File: src/design/mexp_pkg.sv
// ----------------------------------------------------------------------------
// Modular exponentiation package
// Widths, register map, datapath operation codes and the command and status
// structs between the controller and the datapath.
// ----------------------------------------------------------------------------
package mexp_pkg;

  localparam int DATA_WIDTH = 16;
  localparam int CNT_W      = $clog2(DATA_WIDTH);
  localparam int PADDR_W    = 3;
  localparam int PDATA_W    = 32;

  localparam logic [DATA_WIDTH-1:0] MODULUS_RESET = DATA_WIDTH'(13);

  // Register index taken from paddr[2].
  localparam logic REG_MODULUS = 1'b0;

  typedef enum logic [1:0] {
    OP_PRE = 2'd0,
    OP_MUL = 2'd1,
    OP_SQR = 2'd2
  } op_t;

  typedef struct packed {
    logic load;
    logic start;
    logic step;
    logic wb;
    logic shift_e;
    logic out_load;
    op_t  op;
  } dp_cmd_t;

  typedef struct packed {
    logic e_zero;
    logic e_lsb;
  } dp_stat_t;

endpackage

File: src/design/mexp_datapath.sv
// ----------------------------------------------------------------------------
// Modular exponentiation datapath
// Holds the modulus register, the operands, the exponent shifter and one
// bit-serial interleaved modular multiplier shared by every operation.
// ----------------------------------------------------------------------------
module mexp_datapath (
  input  logic                                clk,
  input  logic                                rst_n,
  input  mexp_pkg::dp_cmd_t                   cmd,
  output mexp_pkg::dp_stat_t                  stat,
  input  logic [mexp_pkg::DATA_WIDTH-1:0]     base,
  input  logic [mexp_pkg::DATA_WIDTH-1:0]     exponent,
  output logic [mexp_pkg::DATA_WIDTH-1:0]     power_mod,
  input  logic                                cfg_psel,
  input  logic                                cfg_penable,
  input  logic                                cfg_pwrite,
  input  logic [mexp_pkg::PADDR_W-1:0]        cfg_paddr,
  input  logic [mexp_pkg::PDATA_W-1:0]        cfg_pwdata,
  output logic [mexp_pkg::PDATA_W-1:0]        cfg_prdata
);
  import mexp_pkg::*;

  localparam int TW = DATA_WIDTH + 2;

  logic [DATA_WIDTH-1:0] mod_r, mod_nxt;
  logic [DATA_WIDTH-1:0] run_r, run_nxt;
  logic [DATA_WIDTH-1:0] acc_r, acc_nxt;
  logic [DATA_WIDTH-1:0] e_r, e_nxt;
  logic [DATA_WIDTH-1:0] a_r, a_nxt;
  logic [DATA_WIDTH-1:0] b_r, b_nxt;
  logic [DATA_WIDTH-1:0] rem_r, rem_nxt;
  logic [DATA_WIDTH-1:0] out_r, out_nxt;
  logic [TW-1:0]         t_sum;
  logic [TW-1:0]         m_one;
  logic [TW-1:0]         m_two;
  logic [TW-1:0]         t_red;
  logic                  mod_zero;
  logic                  cfg_wr;

  assign cfg_wr   = cfg_psel && cfg_penable && cfg_pwrite && (cfg_paddr[2] == REG_MODULUS);
  assign mod_zero = (mod_r == '0);

  always_comb begin
    mod_nxt = mod_r;
    if (cfg_wr) begin
      mod_nxt = cfg_pwdata[DATA_WIDTH-1:0];
    end
  end

  always_comb begin
    cfg_prdata = '0;
    if (cfg_paddr[2] == REG_MODULUS) begin
      cfg_prdata = PDATA_W'(mod_r);
    end
  end

  // One step of the MSB-first interleaved multiplier; the sum stays below 3m.
  always_comb begin
    m_one = TW'(mod_r);
    m_two = {1'b0, mod_r, 1'b0};
    t_sum = {1'b0, rem_r, 1'b0} + (b_r[DATA_WIDTH-1] ? TW'(a_r) : TW'(0));
    if (mod_zero) begin
      t_red = t_sum;
    end else if (t_sum >= m_two) begin
      t_red = t_sum - m_two;
    end else if (t_sum >= m_one) begin
      t_red = t_sum - m_one;
    end else begin
      t_red = t_sum;
    end
  end

  always_comb begin
    run_nxt = run_r;
    acc_nxt = acc_r;
    e_nxt   = e_r;
    a_nxt   = a_r;
    b_nxt   = b_r;
    rem_nxt = rem_r;
    out_nxt = out_r;
    if (cmd.load) begin
      run_nxt = base;
      e_nxt   = exponent;
      acc_nxt = DATA_WIDTH'(1);
    end
    if (cmd.start) begin
      rem_nxt = '0;
      unique case (cmd.op)
        OP_PRE: begin
          a_nxt = DATA_WIDTH'(1);
          b_nxt = run_r;
        end
        OP_MUL: begin
          a_nxt = run_r;
          b_nxt = acc_r;
        end
        OP_SQR: begin
          a_nxt = run_r;
          b_nxt = run_r;
        end
        default: begin
          a_nxt = a_r;
          b_nxt = b_r;
        end
      endcase
    end
    if (cmd.step) begin
      rem_nxt = t_red[DATA_WIDTH-1:0];
      b_nxt   = {b_r[DATA_WIDTH-2:0], 1'b0};
    end
    if (cmd.wb) begin
      if (cmd.op == OP_MUL) begin
        acc_nxt = rem_r;
      end else begin
        run_nxt = rem_r;
      end
    end
    if (cmd.shift_e) begin
      e_nxt = {1'b0, e_r[DATA_WIDTH-1:1]};
    end
    if (cmd.out_load) begin
      out_nxt = acc_r;
    end
  end

  always_ff @(posedge clk) begin
    if (!rst_n) begin
      mod_r <= MODULUS_RESET;
    end else begin
      mod_r <= mod_nxt;
    end
  end

  always_ff @(posedge clk) begin
    run_r <= run_nxt;
    acc_r <= acc_nxt;
    e_r   <= e_nxt;
    a_r   <= a_nxt;
    b_r   <= b_nxt;
    rem_r <= rem_nxt;
    out_r <= out_nxt;
  end

  assign stat.e_zero = (e_r == '0);
  assign stat.e_lsb  = e_r[0];
  assign power_mod   = out_r;

endmodule

File: src/design/mexp_ctrl.sv
// ----------------------------------------------------------------------------
// Modular exponentiation controller
// Sequences base reduction, multiply and square operations on the shared
// multiplier and runs both handshakes.
// ----------------------------------------------------------------------------
module mexp_ctrl (
  input  logic               clk,
  input  logic               rst_n,
  input  logic               in_valid,
  output logic               in_ready,
  output logic               out_valid,
  input  logic               out_ready,
  output mexp_pkg::dp_cmd_t  cmd,
  input  mexp_pkg::dp_stat_t stat
);
  import mexp_pkg::*;

  typedef enum logic [5:0] {
    S_IDLE  = 6'b000001,
    S_START = 6'b000010,
    S_STEP  = 6'b000100,
    S_WB    = 6'b001000,
    S_CHECK = 6'b010000,
    S_FIN   = 6'b100000
  } state_t;

  state_t           state_r, state_nxt;
  op_t              op_r, op_nxt;
  logic [CNT_W-1:0] cnt_r, cnt_nxt;
  logic             out_valid_r, out_valid_nxt;
  logic             out_free;

  assign out_free = !out_valid_r || out_ready;

  always_comb begin
    state_nxt = state_r;
    op_nxt    = op_r;
    cnt_nxt   = cnt_r;
    cmd       = '0;
    cmd.op    = op_r;
    in_ready  = 1'b0;
    unique case (state_r)
      S_IDLE: begin
        in_ready = 1'b1;
        if (in_valid) begin
          cmd.load  = 1'b1;
          op_nxt    = OP_PRE;
          state_nxt = S_START;
        end
      end
      S_START: begin
        cmd.start = 1'b1;
        cnt_nxt   = '0;
        state_nxt = S_STEP;
      end
      S_STEP: begin
        cmd.step = 1'b1;
        cnt_nxt  = cnt_r + CNT_W'(1);
        if (cnt_r == CNT_W'(DATA_WIDTH - 1)) begin
          state_nxt = S_WB;
        end
      end
      S_WB: begin
        cmd.wb = 1'b1;
        unique case (op_r)
          OP_MUL: begin
            op_nxt    = OP_SQR;
            state_nxt = S_START;
          end
          OP_SQR: begin
            cmd.shift_e = 1'b1;
            state_nxt   = S_CHECK;
          end
          default: begin
            state_nxt = S_CHECK;
          end
        endcase
      end
      S_CHECK: begin
        if (stat.e_zero) begin
          state_nxt = S_FIN;
        end else begin
          op_nxt    = stat.e_lsb ? OP_MUL : OP_SQR;
          state_nxt = S_START;
        end
      end
      S_FIN: begin
        if (out_free) begin
          cmd.out_load = 1'b1;
          state_nxt    = S_IDLE;
        end
      end
      default: begin
        state_nxt = S_IDLE;
      end
    endcase
  end

  always_comb begin
    out_valid_nxt = out_valid_r;
    if (cmd.out_load) begin
      out_valid_nxt = 1'b1;
    end else if (out_ready) begin
      out_valid_nxt = 1'b0;
    end
  end

  always_ff @(posedge clk) begin
    if (!rst_n) begin
      state_r     <= S_IDLE;
      op_r        <= OP_PRE;
      cnt_r       <= '0;
      out_valid_r <= 1'b0;
    end else begin
      state_r     <= state_nxt;
      op_r        <= op_nxt;
      cnt_r       <= cnt_nxt;
      out_valid_r <= out_valid_nxt;
    end
  end

  assign out_valid = out_valid_r;

endmodule

File: src/design/modular_exponentiation.sv
// ----------------------------------------------------------------------------
// Modular exponentiation
// Right-to-left square-and-multiply: base to the power exponent, reduced by
// the modulus register.
// ----------------------------------------------------------------------------
// One word is worked at a time on a single bit-serial modular multiplier; each
// operation runs through start, 16 steps and write-back. The base is first
// reduced by one such operation, then every exponent bit up to the highest
// set one costs one square plus one multiply when the bit is set, and a check
// state. An exponent of zero returns 1. A new word is accepted while the
// previous result still waits on the output. A modulus of zero gives products
// wrapped to 16 bits.
module modular_exponentiation (
  input  logic                              clk,
  input  logic                              rst_n,
  input  logic                              in_valid,
  output logic                              in_ready,
  input  logic [mexp_pkg::DATA_WIDTH-1:0]   in_base,
  input  logic [mexp_pkg::DATA_WIDTH-1:0]   in_exponent,
  output logic                              out_valid,
  input  logic                              out_ready,
  output logic [mexp_pkg::DATA_WIDTH-1:0]   out_power_mod,
  input  logic                              cfg_psel,
  input  logic                              cfg_penable,
  input  logic                              cfg_pwrite,
  input  logic [mexp_pkg::PADDR_W-1:0]      cfg_paddr,
  input  logic [mexp_pkg::PDATA_W-1:0]      cfg_pwdata,
  output logic [mexp_pkg::PDATA_W-1:0]      cfg_prdata,
  output logic                              cfg_pready
);
  import mexp_pkg::*;

  dp_cmd_t  cmd;
  dp_stat_t stat;

  assign cfg_pready = 1'b1;

  mexp_ctrl u_ctrl (
    .clk       (clk),
    .rst_n     (rst_n),
    .in_valid  (in_valid),
    .in_ready  (in_ready),
    .out_valid (out_valid),
    .out_ready (out_ready),
    .cmd       (cmd),
    .stat      (stat)
  );

  mexp_datapath u_dp (
    .clk         (clk),
    .rst_n       (rst_n),
    .cmd         (cmd),
    .stat        (stat),
    .base        (in_base),
    .exponent    (in_exponent),
    .power_mod   (out_power_mod),
    .cfg_psel    (cfg_psel),
    .cfg_penable (cfg_penable),
    .cfg_pwrite  (cfg_pwrite),
    .cfg_paddr   (cfg_paddr),
    .cfg_pwdata  (cfg_pwdata),
    .cfg_prdata  (cfg_prdata)
  );

endmodule

File: config.mk
export PLATFORM = sky130hd
export DESIGN_NAME = modular_exponentiation
export DESIGN_NICKNAME = d
export VERILOG_FILES = /design/src/design/mexp_pkg.sv /design/src/design/mexp_datapath.sv /design/src/design/mexp_ctrl.sv /design/src/design/modular_exponentiation.sv
export SDC_FILE = /design/constraint.sdc
export NUM_CORES = 1
export LEC_CHECK = 0
export ABC_AREA = 1
export BUFFER_PORTS_ARGS = -buffer_cell sky130_fd_sc_hd__buf_2
export CAP_MARGIN = 10
export CORE_MARGIN = 2
export CORE_UTILIZATION = 59
export CTS_CLUSTER_DIAMETER = 60
export DETAILED_ROUTE_END_ITERATION = 6
export PLACE_DENSITY = 0.92
export SYNTH_ARGS = -nofsm -noshare
export SYNTH_HDL_FRONTEND = slang
export SYNTH_SLANG_ARGS = --single-unit
File: constraint.sdc
create_clock -name clk -period 5.3 [get_ports clk]
set_clock_uncertainty 0.05 [all_clocks]
set_input_delay 0.795 -clock clk [delete_from_list [all_inputs] [get_ports clk]]
set_output_delay 0.795 -clock clk [all_outputs]
set_load 0.01 [all_outputs]
Word level (Yosys, flattened, before mapping):

Index checks and enable logic that the tools add are counted.

* input port bits: 74
* memories: 0
* memory bits (read-only): 0
* bits in latches: 0
* logic and storage cells: 100
* memory bits (writable): 0
* flip-flop bits (word level): 141
* output and inout bits: 51

* div/mod/pow operators: 0
* order comparisons: 2
* shift-type cells: 0
* multipliers: 0
* reductions and logical operators: 23
* equal/unequal tests: 14
* $add $sub $neg: 4
* mux-type cells: 42
* bitwise logic cells: 1

Operator list (number)
* 2-to-1 mux 16 bit: 15
* case mux 16 bit (2 select lines): 2
* case mux 6 bit (6 select lines): 1
* zero test 16 bit: 2
* subtractor 16 bit: 2
* 2-to-1 mux 15 bit: 2
* 2-to-1 mux 6 bit: 4
* adder 17 x 16 -> 18 bit: 1
* >= comparator 18 x 16 -> 1 bit: 1
* >= comparator 18 x 17 -> 1 bit: 1
* nonzero test 2 bit: 6
* 2-to-1 mux 1 bit: 10
* 2-to-1 mux 2 bit: 5
* case mux 4 bit (2 select lines): 1
* equality test 6 x 1 -> 1 bit (second input constant): 1
* equality test 6 x 2 -> 1 bit (second input constant): 1
* equality test 6 x 3 -> 1 bit (second input constant): 1
* equality test 6 x 4 -> 1 bit (second input constant): 1
* equality test 6 x 5 -> 1 bit (second input constant): 1
* equality test 6 bit (second input constant): 1
* != test 2 bit (second input constant): 3
* case mux 2 bit (3 select lines): 1
* AND reduction 2 bit: 3
* nonzero test 3 bit: 2
* 14 further kinds: 18

Logic depth before layout (Yosys ltp):

* depth after elaboration: 7
* gate-level depth with buffers: 32
* mapped depth without buffers: 30

Cells and area by module:

A second synthesis with hierarchy kept.

* cells, all modules: 1194
* area, all modules: 9033.7 µm²

By module, submodules not included
* mexp_datapath: sequential area each 3343.2 µm², instances 1, cells an instance 1094, area an instance 8368.0 µm²
* mexp_ctrl: sequential area each 260.2 µm², instances 1, cells an instance 98, area an instance 654.4 µm²
* modular_exponentiation: sequential area each 0.0 µm², instances 1, cells an instance 2, area an instance 11.3 µm²

Worst setup path before layout:

OpenSTA, ideal clock, no wires.

* path type: register -> register
* start: register u_dp.b_r[15]
* end: register u_dp.rem_r[14], data pin
* arrival: 3.548 ns
* cell stages (with the launch flop): 31
* path buffers: 2
* setup time: 0.252 ns
* period minus slack after synthesis: 3.850 ns
* required time: 4.998 ns
* slack: 1.450 ns
* cells stage by stage: edfxtp_1 -> clkbuf_2 -> nand2_1 -> inv_1 -> ha_1 -> inv_1 -> fa_1 -> nand3b_1 -> nand2_1 -> nand2_1 -> nand2_1 -> o21ai_0 -> o21bai_1 -> xnor2_1 -> inv_1 -> ha_1 -> nand2_2 -> inv_2 -> nand2_2 -> inv_1 -> a21oi_1 -> nand2_1 -> nand2_1 -> nand2_1 -> nand2_1 -> nand2_2 -> a21oi_4 -> buf_6 -> nand3_2 -> a21oi_2 -> nor2_1

* cells in the longest elaborated chain, start to end: 7
* elaborated cells on any way between the ends: 10
* classes of those cells: 3 x add/sub; 2 x order compare; 5 x mux

Ends and longest elaborated chain
* from (decl): line mexp_datapath.sv:30 `logic [DATA_WIDTH-1:0] b_r, b_nxt;`
* from (signal assigned): line mexp_datapath.sv:139 `b_r <= b_nxt;`
* 2-to-1 mux 16 bit (*): line mexp_datapath.sv:61 `t_sum = {1'b0, rem_r, 1'b0} + (b_r[DATA_WIDTH-1] ? TW'(a_r) : TW'(0));`
* adder 17 x 16 -> 18 bit (*): line mexp_datapath.sv:61
* subtractor 16 bit or >= comparator 18 x 16 -> 1 bit (tied branches): line mexp_datapath.sv:67, mexp_datapath.sv:66
* 2-to-1 mux 16 bit: line mexp_datapath.sv:66 `end else if (t_sum >= m_one) begin`
* 2-to-1 mux 16 bit: line mexp_datapath.sv:64 `end else if (t_sum >= m_two) begin`
* 2-to-1 mux 16 bit (*): line mexp_datapath.sv:62 `if (mod_zero) begin`
* 2-to-1 mux 16 bit (*): line mexp_datapath.sv:107 `if (cmd.step) begin`
* to (signal assigned): line mexp_datapath.sv:140 `rem_r <= rem_nxt;`
* to (decl): line mexp_datapath.sv:31 `logic [DATA_WIDTH-1:0] rem_r, rem_nxt;`

Every way passes the cells marked *; elsewhere a longest branch is shown, timed or not.
A chain may end at the register's enable or synchronous reset.

Final worst setup path:

* start: register u_dp.b_r[15]
* end: register u_dp.rem_r[9], data pin

Same word-level chain as after synthesis.

==> metrics.csv <==
metric,value,unit
gp_congestion,0.963,
grt_use_total,0.291,
tightest_slew,1.17,ns
worstPathArrival,4.77,ns
seq_area,3600,um2
synth_cell_types,54,
vdd_ir_drop_max,0.278,mV
async_flop_share,0,
dp_hpwl,16.6,mm
worst_slack,0.662,ns
avgSynthCellArea,7.68,um2
period_share,0.875,
critPathRequiredTime,5.43,ns
diodes,0,
place_ws,0.774,ns
io_pins,125,
vias,8277,
synth_cells,1179,
critPathMaxFanout,18,
die_w,128,um
drive_gt1_frac,0.137,
cts_hold_buf,0,
drt_iter0_drc,924,
ys_seq_area_frac,0.398,
clock_latency,0.43,ns
slew_headroom,0.221,
hold_viol_final,0,
numCtsBuffers,17,
antenna_found_initial,0,
finalSetupTns,0,ns
synth_most_common_cell,nand2_1,
cts_setup_buffers,0,
synth_top_area_frac,0.259,
syn_area,9050,um2
power_density,414,nW/um2
grt_pass1_wl,37.6,mm
drt_wl_total,23.6,mm
ys_seq_elements,141,
wl_per_cell,16.2,um
p_leak,4.98,nW
timing.fmax,216,MHz
root_buffer,clkbuf_16,
drv_slew,0,
maxCapViolations,0,
hold_path.class,reg2reg,
path_class,reg2reg,
endpoint_kind,flip-flop,
clockBufferDepth,2,
core_area,15100,um2
grt_overflow_total,0,
grt_pass1_vias,7772,
io_buffer_count,89,
status,completed,
dr.pass1.iters,5,
die_area,16300,um2
synth_ff_type,edfxtp_1,
multi_input_comb_area,4510,um2
route.detailed.drc,0,
synth_largest_area_cell,edfxtp_1,
ctsResizeCount,0,
ys.warnings.count,0,
synth_edf_count,78,
clkTransAtPathRegs,0.06,ns
layout.nets,1382,
min_period,4.64,ns
syn_to_final_growth,12.3,%
routed_via_density,5.69,
ant_nets,0,
cts-htree-levels,4,
total_power,4.21,mW
start_util,0.600,
cp-start-kind,flip-flop,
yosys-top-cells-count,"nand2_1 (278), inv_1 (174), o21ai_0 (90)",
hold-worst-slack,0.409,ns
synthTopCellsByArea,"edfxtp_1 (26%), dfxtp_1 (14%), nand2_1 (12%), inv_1 (7.2%), ha_1 (7.2%)",
setup_viol_count_final,0,
nFillCells,1187,
die_h,128,um
cts_tree,yes,
rsz0062_at_grt,false,
grt_max_degree,43,
cts_sinks,141,
rows,45,
## critical path: stages, from the launching register on
cell and delay (ns):
edfxtp_1 0.44, buf_4 0.22, nand2_1 0.07, inv_1 0.04
ha_1 0.36, nand3_1 0.12, nand2_1 0.15, nand2_1 0.08
nand2_2 0.13, a21oi_1 0.12, xnor2_1 0.54, ha_1 0.40
nand2_1 0.13, inv_2 0.05, nand2_1 0.08, inv_1 0.05
a21oi_2 0.14, nand2_1 0.08, nand3_1 0.08, nand2_2 0.12
nor2_8 0.28, inv_1 0.19, nand2_1 0.10, nand2_1 0.05
nand2_1 0.09, nand3_1 0.08, nand3_1 0.11, inv_1 0.05
## routing by layer
layer,global-route usage,part of all wire
met1,0.369,0.41
met2,0.485,0.47
met3,0.0522,0.075
met4,0.133,0.041
met5,0,0
## registers in the layout, indices dropped and copies added (netlist names)
signal and count:
u_dp.a_r 16, u_dp.acc_r 16, u_dp.b_r 16, u_dp.e_r 16, u_dp.mod_r 16, u_dp.power_mod 16
u_dp.rem_r 16, u_dp.run_r 16, u_ctrl.state_r 6, u_ctrl.cnt_r 4, u_ctrl.op_r 2, u_ctrl.out_valid 1
## report_power, final
part / switching [mW] / total (mW) / internal, mW
logic: 1.03 / 1.55 / 0.526
clock network: 0.487 / 1.29 / 0.805
registers: 0.0697 / 1.37 / 1.30
total: 1.58 / 4.21 / 2.63
## metrics by stage
stage                     std cells  instance area, um2   util
after floorplan                1194                9110      -
after global placement         1422                9530  0.632
after detailed placement       1422                9530  0.632
after CTS                      1454               10200  0.673
after global routing           1454               10200  0.673
final                          1454               10200  0.673
## cells by family after synthesis
kind of cell    Yosys count  synth area share
buf+inv                 238             0.110
other cells               2          0.000830
xor+xnor                 33            0.0319
fa+ha+maj                55            0.0785
simple gates            494             0.242
compound gates          216             0.138
flops                   141             0.398
## final cells by class
| cell class | count | area share |
|---|---|---|
| tap | 188 | 0.0231 |
| clock buffer | 20 | 0.0440 |
| timing repair buffer | 96 | 0.0490 |
| inverter | 182 | 0.0672 |
| clock inverter | 12 | 0.0179 |
| sequential | 141 | 0.355 |
| multi-input combinational | 815 | 0.444 |
## path summary, 6_finish.rpt
kind	end	startpoint	cells past startpoint	slack, ns
max	u_dp.rem_r[9]$_SDFFCE_PN0P_	u_dp.b_r[15]$_DFFE_PP_	27	0.66
min	u_dp.power_mod[8]$_DFFE_PP_	u_dp.acc_r[8]$_DFF_P_	0	0.41
max reg2reg	u_dp.rem_r[9]$_SDFFCE_PN0P_	u_dp.b_r[15]$_DFFE_PP_	27	0.66
min reg2reg	u_dp.power_mod[8]$_DFFE_PP_	u_dp.acc_r[8]$_DFF_P_	0	0.41
## cell usage in the layout, fill, tap and decap left out, types with 17 or more instances in the layout
master     synthesis  layout
buf_2              2      89
a21oi_1           62      62
nand2_1          278     278
inv_1            174     174
clkbuf_16          0      17
o21ai_0           90      89
edfxtp_1          78      78
dfxtp_1           63      63
nand3_1           63      63
xor2_1            18      18
conb_1             2      17
nor2_1            79      79
ha_1              52      52
Note: power is estimated with default switching activity, not from simulation.
